**config.mk**
```make
export PLATFORM = sky130hd
export DESIGN_NAME = waypoint_turn_and_drive_planner
export DESIGN_NICKNAME = d
export VERILOG_FILES = /design/src/design/wtdp_pkg.sv /design/src/design/wtdp_ctrl.sv /design/src/design/wtdp_dp.sv /design/src/design/waypoint_turn_and_drive_planner.sv
export SDC_FILE = /design/constraint.sdc
export NUM_CORES = 2
export LEC_CHECK = 0
export ABC_AREA = 0
export CORE_ASPECT_RATIO = 1.4
export CORE_MARGIN = 4
export CORE_UTILIZATION = 41
export DETAILED_ROUTE_END_ITERATION = 10
export DONT_BUFFER_PORTS = 1
export PLACE_DENSITY = 0.65
export REMOVE_ABC_BUFFERS = 1
export SYNTH_ARGS = -nofsm -noshare
export SYNTH_HDL_FRONTEND = slang
export SYNTH_SLANG_ARGS = --single-unit
```
**constraint.sdc**
```tcl
create_clock -name aclk -period 7.52 [get_ports aclk]
set_input_delay 0.376 -clock aclk [delete_from_list [all_inputs] [get_ports aclk]]
set_output_delay 0.376 -clock aclk [all_outputs]
set_load 0.01 [all_outputs]
```
**src/design/wtdp_pkg.sv**
```systemverilog
package wtdp_pkg;

    // Goal scaling: feet to inches
    localparam logic signed [8:0] INCHES_PER_UNIT = 9'sd12;

    // Reset values of the configuration registers
    localparam logic [9:0] TURN_SPEED_RST  = 10'd400;
    localparam logic [9:0] TURN_ACCEL_RST  = 10'd800;
    localparam logic [9:0] DRIVE_SPEED_RST = 10'd200;
    localparam logic [9:0] DRIVE_ACCEL_RST = 10'd400;
    localparam logic [7:0] SPRA_RST        = 8'd130;

    localparam logic [10:0] STEP_MAX = 11'd2047;

    // floor(v/27) for v < 2^16 is (v * RECIP_27) >> 21
    localparam logic [16:0] RECIP_27 = 17'd77673;
    // floor(v/90) for v < 2^16 is (v * RECIP_90) >> 22
    localparam logic [15:0] RECIP_90 = 16'd46604;
    localparam logic [15:0] DIST_SCALE = 16'd62500;

    localparam logic [22:0] DEG45_Q16  = 23'd2949120;
    localparam logic [22:0] DEG90_Q16  = 23'd5898240;
    localparam logic [23:0] DEG180_Q16 = 24'd11796480;
    localparam logic [22:0] A_MAX_Q16  = 23'd5898239;

    localparam int CORDIC_ITERS = 16;

    localparam logic [22:0] ATAN_Q16 [CORDIC_ITERS] = '{
        23'd2949120, 23'd1740967, 23'd919879, 23'd466945,
        23'd234379,  23'd117304,  23'd58666,  23'd29335,
        23'd14668,   23'd7334,    23'd3667,   23'd1833,
        23'd917,     23'd458,     23'd229,    23'd115
    };

    typedef enum logic [2:0] {
        CFG_TURN_SPEED  = 3'd0,
        CFG_TURN_ACCEL  = 3'd1,
        CFG_DRIVE_SPEED = 3'd2,
        CFG_DRIVE_ACCEL = 3'd3,
        CFG_SPRA        = 3'd4
    } cfg_index_t;

    typedef enum logic [1:0] {
        MOVE_SPIN_LEFT  = 2'd0,
        MOVE_SPIN_RIGHT = 2'd1,
        MOVE_FORWARD    = 2'd2
    } move_kind_t;

    typedef enum logic {
        SEL_SPIN = 1'b0,
        SEL_FWD  = 1'b1
    } out_sel_t;

    typedef struct packed {
        logic     load;    // capture goal, form deltas
        logic     square;  // squares, CORDIC init
        logic     setup;   // scaled sum of squares, root init
        logic     step;    // one CORDIC and one root iteration
        logic     post1;   // bearing, distance product
        logic     post2;   // heading change, spin product, distance steps, pose commit
        logic     post3;   // spin steps
        logic [3:0] iter;
        out_sel_t sel;
    } cmd_t;

    typedef struct packed {
        logic has_spin;
        logic dbl;
    } status_t;

endpackage

```
**src/design/wtdp_ctrl.sv**
```systemverilog
module wtdp_ctrl
    import wtdp_pkg::*;
(
    input  logic    aclk,
    input  logic    aresetn,
    input  logic    in_valid,
    output logic    in_ready,
    output logic    out_valid,
    input  logic    out_ready,
    input  status_t status,
    output cmd_t    cmd
);

    typedef enum logic [3:0] {
        S_IDLE, S_SQ, S_SUM, S_ITER, S_POST1, S_POST2, S_POST3,
        S_OUT_SPIN1, S_OUT_SPIN2, S_OUT_FWD
    } state_t;

    state_t     state_reg, state_next;
    logic [3:0] iter_reg, iter_next;
    logic       valid_reg, valid_next;
    out_sel_t   sel_reg, sel_next;

    always_comb begin
        state_next = state_reg;
        iter_next  = iter_reg;
        valid_next = valid_reg;
        sel_next   = sel_reg;
        unique case (state_reg)
            S_IDLE: begin
                if (in_valid) begin
                    state_next = S_SQ;
                end
            end
            S_SQ:  state_next = S_SUM;
            S_SUM: begin
                state_next = S_ITER;
                iter_next  = 4'd0;
            end
            S_ITER: begin
                iter_next = iter_reg + 4'd1;
                if (iter_reg == 4'(CORDIC_ITERS - 1)) begin
                    state_next = S_POST1;
                end
            end
            S_POST1: state_next = S_POST2;
            S_POST2: state_next = S_POST3;
            S_POST3: begin
                valid_next = 1'b1;
                if (status.has_spin) begin
                    state_next = S_OUT_SPIN1;
                    sel_next   = SEL_SPIN;
                end else begin
                    state_next = S_OUT_FWD;
                    sel_next   = SEL_FWD;
                end
            end
            S_OUT_SPIN1: begin
                if (out_ready) begin
                    if (status.dbl) begin
                        state_next = S_OUT_SPIN2;
                    end else begin
                        state_next = S_OUT_FWD;
                        sel_next   = SEL_FWD;
                    end
                end
            end
            S_OUT_SPIN2: begin
                if (out_ready) begin
                    state_next = S_OUT_FWD;
                    sel_next   = SEL_FWD;
                end
            end
            S_OUT_FWD: begin
                if (out_ready) begin
                    state_next = S_IDLE;
                    valid_next = 1'b0;
                end
            end
            default: state_next = S_IDLE;
        endcase
    end

    always_ff @(posedge aclk) begin
        if (!aresetn) begin
            state_reg <= S_IDLE;
            iter_reg  <= 4'd0;
            valid_reg <= 1'b0;
            sel_reg   <= SEL_SPIN;
        end else begin
            state_reg <= state_next;
            iter_reg  <= iter_next;
            valid_reg <= valid_next;
            sel_reg   <= sel_next;
        end
    end

    assign in_ready  = (state_reg == S_IDLE);
    assign out_valid = valid_reg;

    always_comb begin
        cmd        = '0;
        cmd.load   = in_valid && (state_reg == S_IDLE);
        cmd.square = (state_reg == S_SQ);
        cmd.setup  = (state_reg == S_SUM);
        cmd.step   = (state_reg == S_ITER);
        cmd.post1  = (state_reg == S_POST1);
        cmd.post2  = (state_reg == S_POST2);
        cmd.post3  = (state_reg == S_POST3);
        cmd.iter   = iter_reg;
        cmd.sel    = sel_reg;
    end

`ifndef ASSERT_OFF
    a_no_overlap: assert property (@(posedge aclk) disable iff (!aresetn)
        in_ready |-> !out_valid)
        else $error("input ready while a result is pending");
    a_busy_after_accept: assert property (@(posedge aclk) disable iff (!aresetn)
        (in_valid && in_ready) |=> !in_ready)
        else $error("accepted a second item without finishing");
    a_fwd_ends_run: assert property (@(posedge aclk) disable iff (!aresetn)
        (out_valid && out_ready && sel_reg == SEL_FWD) |=> (in_ready && !out_valid))
        else $error("forward move did not end the run");
    a_spin_needs_turn: assert property (@(posedge aclk) disable iff (!aresetn)
        (out_valid && sel_reg == SEL_SPIN) |-> status.has_spin)
        else $error("spin emitted without heading change");
`endif

endmodule

```
**src/design/wtdp_dp.sv**
```systemverilog
module wtdp_dp
    import wtdp_pkg::*;
(
    input  logic        aclk,
    input  logic        aresetn,
    input  logic        cfg_wr_en,
    input  logic [2:0]  cfg_index,
    input  logic [9:0]  cfg_data,
    input  logic [3:0]  goal_x,
    input  logic [3:0]  goal_y,
    input  cmd_t        cmd,
    output status_t     status,
    output logic [1:0]  move_kind,
    output logic [10:0] step_count,
    output logic [9:0]  move_speed,
    output logic [9:0]  move_accel,
    output logic        last_move
);

    // configuration
    logic [9:0] turn_speed_reg, turn_accel_reg, drive_speed_reg, drive_accel_reg;
    logic [7:0] spra_reg;

    always_ff @(posedge aclk) begin
        if (!aresetn) begin
            turn_speed_reg  <= TURN_SPEED_RST;
            turn_accel_reg  <= TURN_ACCEL_RST;
            drive_speed_reg <= DRIVE_SPEED_RST;
            drive_accel_reg <= DRIVE_ACCEL_RST;
            spra_reg        <= SPRA_RST;
        end else if (cfg_wr_en) begin
            unique case (cfg_index)
                CFG_TURN_SPEED:  turn_speed_reg  <= cfg_data;
                CFG_TURN_ACCEL:  turn_accel_reg  <= cfg_data;
                CFG_DRIVE_SPEED: drive_speed_reg <= cfg_data;
                CFG_DRIVE_ACCEL: drive_accel_reg <= cfg_data;
                CFG_SPRA:        spra_reg        <= cfg_data[7:0];
                default: ;
            endcase
        end
    end

    // goal scaling and deltas
    logic signed [8:0] gx_prod, gy_prod;
    logic signed [7:0] gx, gy;
    logic signed [8:0] dx_w, dy_w;

    assign gx_prod = $signed({{5{goal_x[3]}}, goal_x}) * INCHES_PER_UNIT;
    assign gy_prod = $signed({{5{goal_y[3]}}, goal_y}) * INCHES_PER_UNIT;
    assign gx      = gx_prod[7:0];
    assign gy      = gy_prod[7:0];

    logic signed [7:0] pose_x_reg, pose_y_reg, gx_reg, gy_reg;
    logic signed [8:0] heading_reg;
    logic signed [8:0] dx_reg, dy_reg;
    logic        [7:0] ax_reg, ay_reg;

    assign dx_w = {gx[7], gx} - {pose_x_reg[7], pose_x_reg};
    assign dy_w = {gy[7], gy} - {pose_y_reg[7], pose_y_reg};

    logic [8:0] adx_w, ady_w;
    assign adx_w = dx_w[8] ? 9'(-dx_w) : 9'(dx_w);
    assign ady_w = dy_w[8] ? 9'(-dy_w) : 9'(dy_w);

    always_ff @(posedge aclk) begin
        if (cmd.load) begin
            gx_reg <= gx;
            gy_reg <= gy;
            dx_reg <= dx_w;
            dy_reg <= dy_w;
            ax_reg <= adx_w[7:0];
            ay_reg <= ady_w[7:0];
        end
    end

    // squares, scaled sum, integer root
    logic [15:0] sqx_reg, sqy_reg;
    logic [31:0] n_reg, r_reg, bit_reg;
    logic [32:0] trial;

    assign trial = {1'b0, r_reg} + {1'b0, bit_reg};

    always_ff @(posedge aclk) begin
        if (cmd.square) begin
            sqx_reg <= {8'd0, ax_reg} * {8'd0, ax_reg};
            sqy_reg <= {8'd0, ay_reg} * {8'd0, ay_reg};
        end
        if (cmd.setup) begin
            n_reg   <= ({16'd0, sqx_reg} + {16'd0, sqy_reg}) * {16'd0, DIST_SCALE};
            r_reg   <= 32'd0;
            bit_reg <= 32'h4000_0000;
        end else if (cmd.step) begin
            if ({1'b0, n_reg} >= trial) begin
                n_reg <= n_reg - trial[31:0];
                r_reg <= (r_reg >> 1) + bit_reg;
            end else begin
                r_reg <= r_reg >> 1;
            end
            bit_reg <= bit_reg >> 2;
        end
    end

    // CORDIC, vectoring
    logic signed [27:0] cx_reg, cy_reg, sx, sy;
    logic signed [24:0] cz_reg, atan_w;

    assign sx     = cx_reg >>> cmd.iter;
    assign sy     = cy_reg >>> cmd.iter;
    assign atan_w = $signed({2'b00, ATAN_Q16[cmd.iter]});

    always_ff @(posedge aclk) begin
        if (cmd.square) begin
            cx_reg <= $signed({4'd0, ax_reg, 16'd0});
            cy_reg <= $signed({4'd0, ay_reg, 16'd0});
            cz_reg <= 25'sd0;
        end else if (cmd.step) begin
            if (cy_reg > 28'sd0) begin
                cx_reg <= cx_reg + sy;
                cy_reg <= cy_reg - sx;
                cz_reg <= cz_reg + atan_w;
            end else begin
                cx_reg <= cx_reg - sy;
                cy_reg <= cy_reg + sx;
                cz_reg <= cz_reg - atan_w;
            end
        end
    end

    // bearing
    logic [22:0] a_clamp, a_sel;
    logic [23:0] mag_q16;
    logic [7:0]  deg;

    always_comb begin
        if (cz_reg < 25'sd1) begin
            a_clamp = 23'd1;
        end else if (cz_reg > $signed({2'b00, A_MAX_Q16})) begin
            a_clamp = A_MAX_Q16;
        end else begin
            a_clamp = cz_reg[22:0];
        end
        priority if (ay_reg == 8'd0) begin
            a_sel = 23'd0;
        end else if (ax_reg == 8'd0) begin
            a_sel = DEG90_Q16;
        end else if (ax_reg == ay_reg) begin
            a_sel = DEG45_Q16;
        end else begin
            a_sel = a_clamp;
        end
        mag_q16 = dx_reg[8] ? (DEG180_Q16 - {1'b0, a_sel}) : {1'b0, a_sel};
        deg     = mag_q16[23:16];
    end

    logic signed [8:0] theta_reg;
    logic [32:0]       dist_prod_reg;

    always_ff @(posedge aclk) begin
        if (cmd.post1) begin
            if (ax_reg == 8'd0 && ay_reg == 8'd0) begin
                theta_reg <= 9'sd0;
            end else if (dy_reg[8]) begin
                theta_reg <= -$signed({1'b0, deg});
            end else begin
                theta_reg <= $signed({1'b0, deg});
            end
            dist_prod_reg <= r_reg[15:0] * RECIP_27;
        end
    end

    // heading change and spin steps
    logic signed [9:0] dth;
    logic        [9:0] adth;
    logic        [7:0] magh;
    logic        [11:0] dist_q;

    assign dth    = {theta_reg[8], theta_reg} - {heading_reg[8], heading_reg};
    assign adth   = dth[9] ? 10'(-dth) : 10'(dth);
    assign magh   = (adth > 10'd180) ? adth[8:1] : adth[7:0];
    assign dist_q = dist_prod_reg[32:21];

    logic        has_spin_reg, dbl_reg;
    move_kind_t  spin_kind_reg;
    logic [15:0] spin_prod_reg;
    logic [10:0] dist_steps_reg, spin_steps_reg;
    logic [31:0] spin_q;

    assign spin_q = spin_prod_reg * RECIP_90;

    always_ff @(posedge aclk) begin
        if (!aresetn) begin
            pose_x_reg  <= 8'sd0;
            pose_y_reg  <= 8'sd0;
            heading_reg <= 9'sd0;
        end else if (cmd.post2) begin
            pose_x_reg  <= gx_reg;
            pose_y_reg  <= gy_reg;
            heading_reg <= theta_reg;
        end
    end

    always_ff @(posedge aclk) begin
        if (cmd.post2) begin
            has_spin_reg   <= (dth != 10'sd0);
            dbl_reg        <= (adth > 10'd180);
            spin_kind_reg  <= (dth > 10'sd0) ? MOVE_SPIN_LEFT : MOVE_SPIN_RIGHT;
            spin_prod_reg  <= magh * spra_reg;
            dist_steps_reg <= (dist_q > {1'b0, STEP_MAX}) ? STEP_MAX : dist_q[10:0];
        end
        if (cmd.post3) begin
            spin_steps_reg <= {1'b0, spin_q[31:22]};
        end
    end

    assign status.has_spin = has_spin_reg;
    assign status.dbl      = dbl_reg;

    // result payload, stable while the transaction waits
    always_comb begin
        unique case (cmd.sel)
            SEL_SPIN: begin
                move_kind  = spin_kind_reg;
                step_count = spin_steps_reg;
                move_speed = turn_speed_reg;
                move_accel = turn_accel_reg;
                last_move  = 1'b0;
            end
            SEL_FWD: begin
                move_kind  = MOVE_FORWARD;
                step_count = dist_steps_reg;
                move_speed = drive_speed_reg;
                move_accel = drive_accel_reg;
                last_move  = 1'b1;
            end
            default: begin
                move_kind  = MOVE_FORWARD;
                step_count = dist_steps_reg;
                move_speed = drive_speed_reg;
                move_accel = drive_accel_reg;
                last_move  = 1'b1;
            end
        endcase
    end

endmodule

```
**src/design/waypoint_turn_and_drive_planner.sv**
```systemverilog
// Waypoint turn-and-drive planner. Each input transaction carries a goal
// point in feet; the block turns it into inches, forms the offset from the
// stored pose, and returns up to three move transactions: one spin (or two
// equal half spins when the heading change exceeds 180 degrees) followed by
// a forward move flagged with tlast. Bearing comes from a 16-iteration
// vectoring CORDIC and distance from a 16-iteration bit-serial square root,
// both stepped together by one shared counter. The block captures the goal
// when the input is accepted, then steps through square, setup, the 16
// iterations and three post steps before it offers the first result. Each
// further result is offered in the cycle after the sink takes the one
// before, and s_tready returns in the cycle after the forward move leaves.
// Only one item is in flight; s_tready is high while the block is idle.
// Configuration writes must be issued only while the block is idle.
module waypoint_turn_and_drive_planner
    import wtdp_pkg::*;
(
    input  logic        aclk,
    input  logic        aresetn,
    // configuration write port
    input  logic        cfg_wr_en,
    input  logic [2:0]  cfg_index,
    input  logic [9:0]  cfg_data,
    // goal channel
    input  logic        s_tvalid,
    output logic        s_tready,
    input  logic [7:0]  s_tdata,   // [3:0] goal_x, [7:4] goal_y
    // move channel
    output logic        m_tvalid,
    input  logic        m_tready,
    output logic [31:0] m_tdata,   // [10:0] step_count, [20:11] move_speed,
                                   // [30:21] move_accel, [31] zero
    output logic [1:0]  m_tuser,   // [1:0] move_kind
    output logic        m_tlast    // last_move
);

    cmd_t        cmd;
    status_t     status;
    logic [10:0] step_count;
    logic [9:0]  move_speed, move_accel;

    wtdp_ctrl u_ctrl (
        .aclk      (aclk),
        .aresetn   (aresetn),
        .in_valid  (s_tvalid),
        .in_ready  (s_tready),
        .out_valid (m_tvalid),
        .out_ready (m_tready),
        .status    (status),
        .cmd       (cmd)
    );

    wtdp_dp u_dp (
        .aclk       (aclk),
        .aresetn    (aresetn),
        .cfg_wr_en  (cfg_wr_en),
        .cfg_index  (cfg_index),
        .cfg_data   (cfg_data),
        .goal_x     (s_tdata[3:0]),
        .goal_y     (s_tdata[7:4]),
        .cmd        (cmd),
        .status     (status),
        .move_kind  (m_tuser),
        .step_count (step_count),
        .move_speed (move_speed),
        .move_accel (move_accel),
        .last_move  (m_tlast)
    );

    assign m_tdata = {1'b0, move_accel, move_speed, step_count};

endmodule
```
==> Implementation_results.wiki <==
{| class="wikitable"
! Metric !! Value
|-
| Outcome || completed
|-
| TritonCTS clock tree || built
|-
| H-tree levels || 2
|-
| Seq/Total Area, Yosys || 20.8%
|-
| Remaining number of nets flagged by the antenna check after routing || 0
|-
| Share of the cycle needed by the critical path after routing || 95.4%
|-
| Share of cells above drive strength 1 || 8.66%
|-
| Number of warnings issued by yosys || 0
|-
| Min Tclk post-route || 7180 ps
|-
| Register-to-Register Path Depth || 27
|-
| Sum of negative setup slack || 0 ps
|-
| Max clock buf depth || 3
|-
| Reg2reg end || u_dp.spin_prod_reg[13]$_DFFE_PP_
|-
| Area growth syn-to-layout || 8.86%
|-
| Count of final setup violators || 0
|-
| Origin of the worst min-delay path || s_tdata[7]
|-
| Launch point of the worst reg-to-reg path || u_dp.theta_reg[2]$_SDFFCE_PP0P_
|-
| Vertical extent of the die || 383 um
|-
| Number of synthesized flops with an enable pin || 155
|-
| Worst slew margin relative to its limit || 24.4%
|-
| Largest delay share family, worst path || adder cells
|-
| Actual slew at the worst max-slew pin || 1130 ps
|-
| Total inserted antenna cells || 0
|-
| Timing-limited maximum frequency || 139 MHz
|-
| Fraction of synthesized cell area taken by the top area cell type || 18.1%
|-
| Leading cell types by total area after synthesis || ha_1 (18%), fa_1 (12%), edfxtp_1 (11%), dfxtp_1 (9.5%), inv_1 (4.7%)
|-
| Cell depth of the worst min-delay path || 1
|-
| Port bufs || 0
|-
| Largest incremental delay on the critical path || 570 ps
|-
| Worst setup path endpoint || u_dp.spin_prod_reg[13]$_DFFE_PP_
|-
| Cell type of the slowest stage on the worst timing path || fa_1
|-
| Final max-slew violation count || 0
|-
| Number of placed instances, taps included || 5796
|-
| Arrival time at the worst endpoint || 7510 ps
|-
| CP startpoint || u_dp.theta_reg[2]$_SDFFCE_PP0P_
|-
| Number of register bits inferred by synthesis || 349
|-
| Iteration-0 DRC Markers || 1603
|-
| Most common cell type on the critical path || fa_1
|-
| Most used standard cells in the synthesized netlist || ha_1 (593), inv_1 (513), nand2_1 (445), fa_1 (250), a21oi_1 (242)
|-
| Basic-gate share of the synthesized area counting and, or, nand and nor cells || 13.2%
|-
| Final global-route overflow total || 0
|-
| Num ports || 63
|-
| Largest area contributor in the netlist || ha_1
|-
| Final #Nets || 5410
|-
| Largest net degree at the start of global routing || 80
|-
| Final hold vios || 0
|-
| Clock-pin slew on the worst setup and hold paths || 60 ps
|-
| Effective utilization at floorplan || 41.3%
|-
| Via Count || 32600
|-
| Post-synthesis cell area || 41100 um2
|-
| Clock tree root buffer cell || clkbuf_16
|-
| Estimated wirelength of the detail-placed design || 80700 um
|-
| Die area || 105000 um2
|-
| Total stage count of the critical path || 27
|-
| Most common flop cell mapped by yosys || dfxtp_1
|-
| Filler cells || 9623
|-
| Cell area after placement || 42900 um2
|-
| Reg2reg setup slack || 340 ps
|-
| Count of distinct cell types in the synthesized netlist || 101
|-
| Number of detailed-routing iterations run before antenna repair || 6
|-
| Worst path bufs/invs || 3
|-
| TritonCTS buffer count || 43
|-
| Main combinational cell family by area after synthesis || adder cells
|-
| Utilization after layout || 44.9%
|-
| Insertion delay of the later-clocked pin in the worst-skew pair || 590 ps
|-
| Rows || 137
|-
| Count of mapped cells out of synthesis || 4529
|-
| Detailed-route wire length per cell || 17.7 um
|-
| Post-synthesis average cell area || 9.07 um2
|-
| Post-detailed-route DRC marker count || 0
|-
| Setup clock skew after layout || 25.8 ps
|-
| Area inside the core boundary || 99600 um2
|-
| Async set-or-reset flop fraction in the synthesized netlist || 0%
|-
| CP required || 7850 ps
|-
| Final cell count without fillers || 5895
|-
| Area of all placed cells without fillers || 44700 um2
|-
| Synth Area in XOR/XNOR || 7.12%
|-
| Critical Path Start Type || register
|-
| Routed wire length || 104000 um
|-
| Chip width || 276 um
|-
| Number of maximum-capacitance violations || 0
|-
| Via count of the first global-routing pass || 33600
|-
| Critical Path End Type || register
|-
| Most common cell in the synthesized netlist || ha_1
|-
| Hold/Removal Path Class || input port to register
|-
| Multiplexer area fraction after synthesis || 6.70%
|-
| Largest fanout of any net on the critical path || 8
|-
| Overall track demand over capacity in global routing || 19.6%
|-
| Setup Crit Path Kind || register to register
|-
| Wire length of the first global-routing pass || 170000 um
|-
| Clock net sink count || 349
|-
| Per-cell via count in the routed design || 5.53
|-
| GPL Wtd Cong || 0.910
|-
| Antenna violations before repair || 0
|-
| Adder-cell share of the synthesized area || 30.2%
|-
| Compound-Gate Fraction of Synth Area || 15.5%
|}
## layer usage
metal	share of wire [%]	global-route usage (%)
met5	0	0
met4	4.7	8.04
met2	54	38.1
met1	38	21.5
met3	3.2	1.90
## logic make-up after synthesis
group	after synthesis
AOI/OAI and AO/OA	1001
xor gates and xnor gates	334
adders and majority gates	843
buffers and inverters	674
DFF	349
muxes	185
other	1
and+or+nand+nor	1142
## metrics by stage
step	setup WS [ps]	hold slack (ps)
final	344	37.6
after global routing	-38.0	16.0
after CTS	49.6	7.33
after detailed placement	-452	452
after global placement	-344	446
after floorplan	-336	433
## worst register-to-register path: stages (launching register included)
cell and delay (ps):
edfxtp_1 390, ha_1 430, or2_1 270, o31a_1 140, xor2_1 370, buf_4 200, nand2_1 110, a21oi_1 230
o22ai_2 140, o21ai_2 170, a21oi_2 100, buf_4 160, mux2i_4 220, a2111o_1 460, fa_1 570, fa_1 450
fa_1 500, fa_1 550, inv_1 40, ha_1 290, a21boi_2 170, o21ai_2 170, a21boi_2 80, o21a_1 180
nor2_2 140, a2bb2oi_2 180, nor2b_4 170, xnor2_1 60
## cell type report
class	instances	area (um2)	area share (%)
Tap cell	1320	1650	3.69
Timing Repair Buffer	122	971	2.17
Clock buffer	65	1250	2.80
Sequential cell	349	8550	19.1
Multi-Input combinational cell	3506	30200	67.5
Inverter	519	1950	4.36
Clock inverter	14	143	0.319
## how the worst min path moves through the flow
stage / endpoint
after floorplan: u_dp.drive_accel_reg[4]$_SDFFE_PN1P_
after global placement: u_dp.drive_accel_reg[8]$_SDFFE_PN1P_
after detailed placement: u_dp.drive_accel_reg[8]$_SDFFE_PN1P_
after CTS: u_dp.gy_reg[7]$_DFFE_PP_
after global routing: u_dp.gy_reg[7]$_DFFE_PP_
final: u_dp.gy_reg[7]$_DFFE_PP_
## cell usage in the layout (no fill, tap or decap), types with 75 or more instances in the layout
master | synthesis | layout
fa_1 | 250 | 249
xor2_1 | 142 | 141
inv_1 | 513 | 511
ha_1 | 593 | 590
dfxtp_1 | 194 | 189
buf_4 | 8 | 107
nand2_1 | 445 | 443
nor2_1 | 219 | 215
xnor2_1 | 192 | 190
a21oi_1 | 242 | 237
o21ai_0 | 224 | 218
a21o_1 | 75 | 75
edfxtp_1 | 155 | 155
## timing repair
item / in CTS / in global routing
pin swaps: 3 / 19
hold buffers: 15 / 0
hold endpoints to repair: 82 / 0
resized for setup: 14 / 47
endpoints found under the setup margin: 5 / 7
setup buffers: 3 / 2
Power is not shown: default switching activity piles up to over one toggle a cycle in this logic, so the estimate is an artifact.
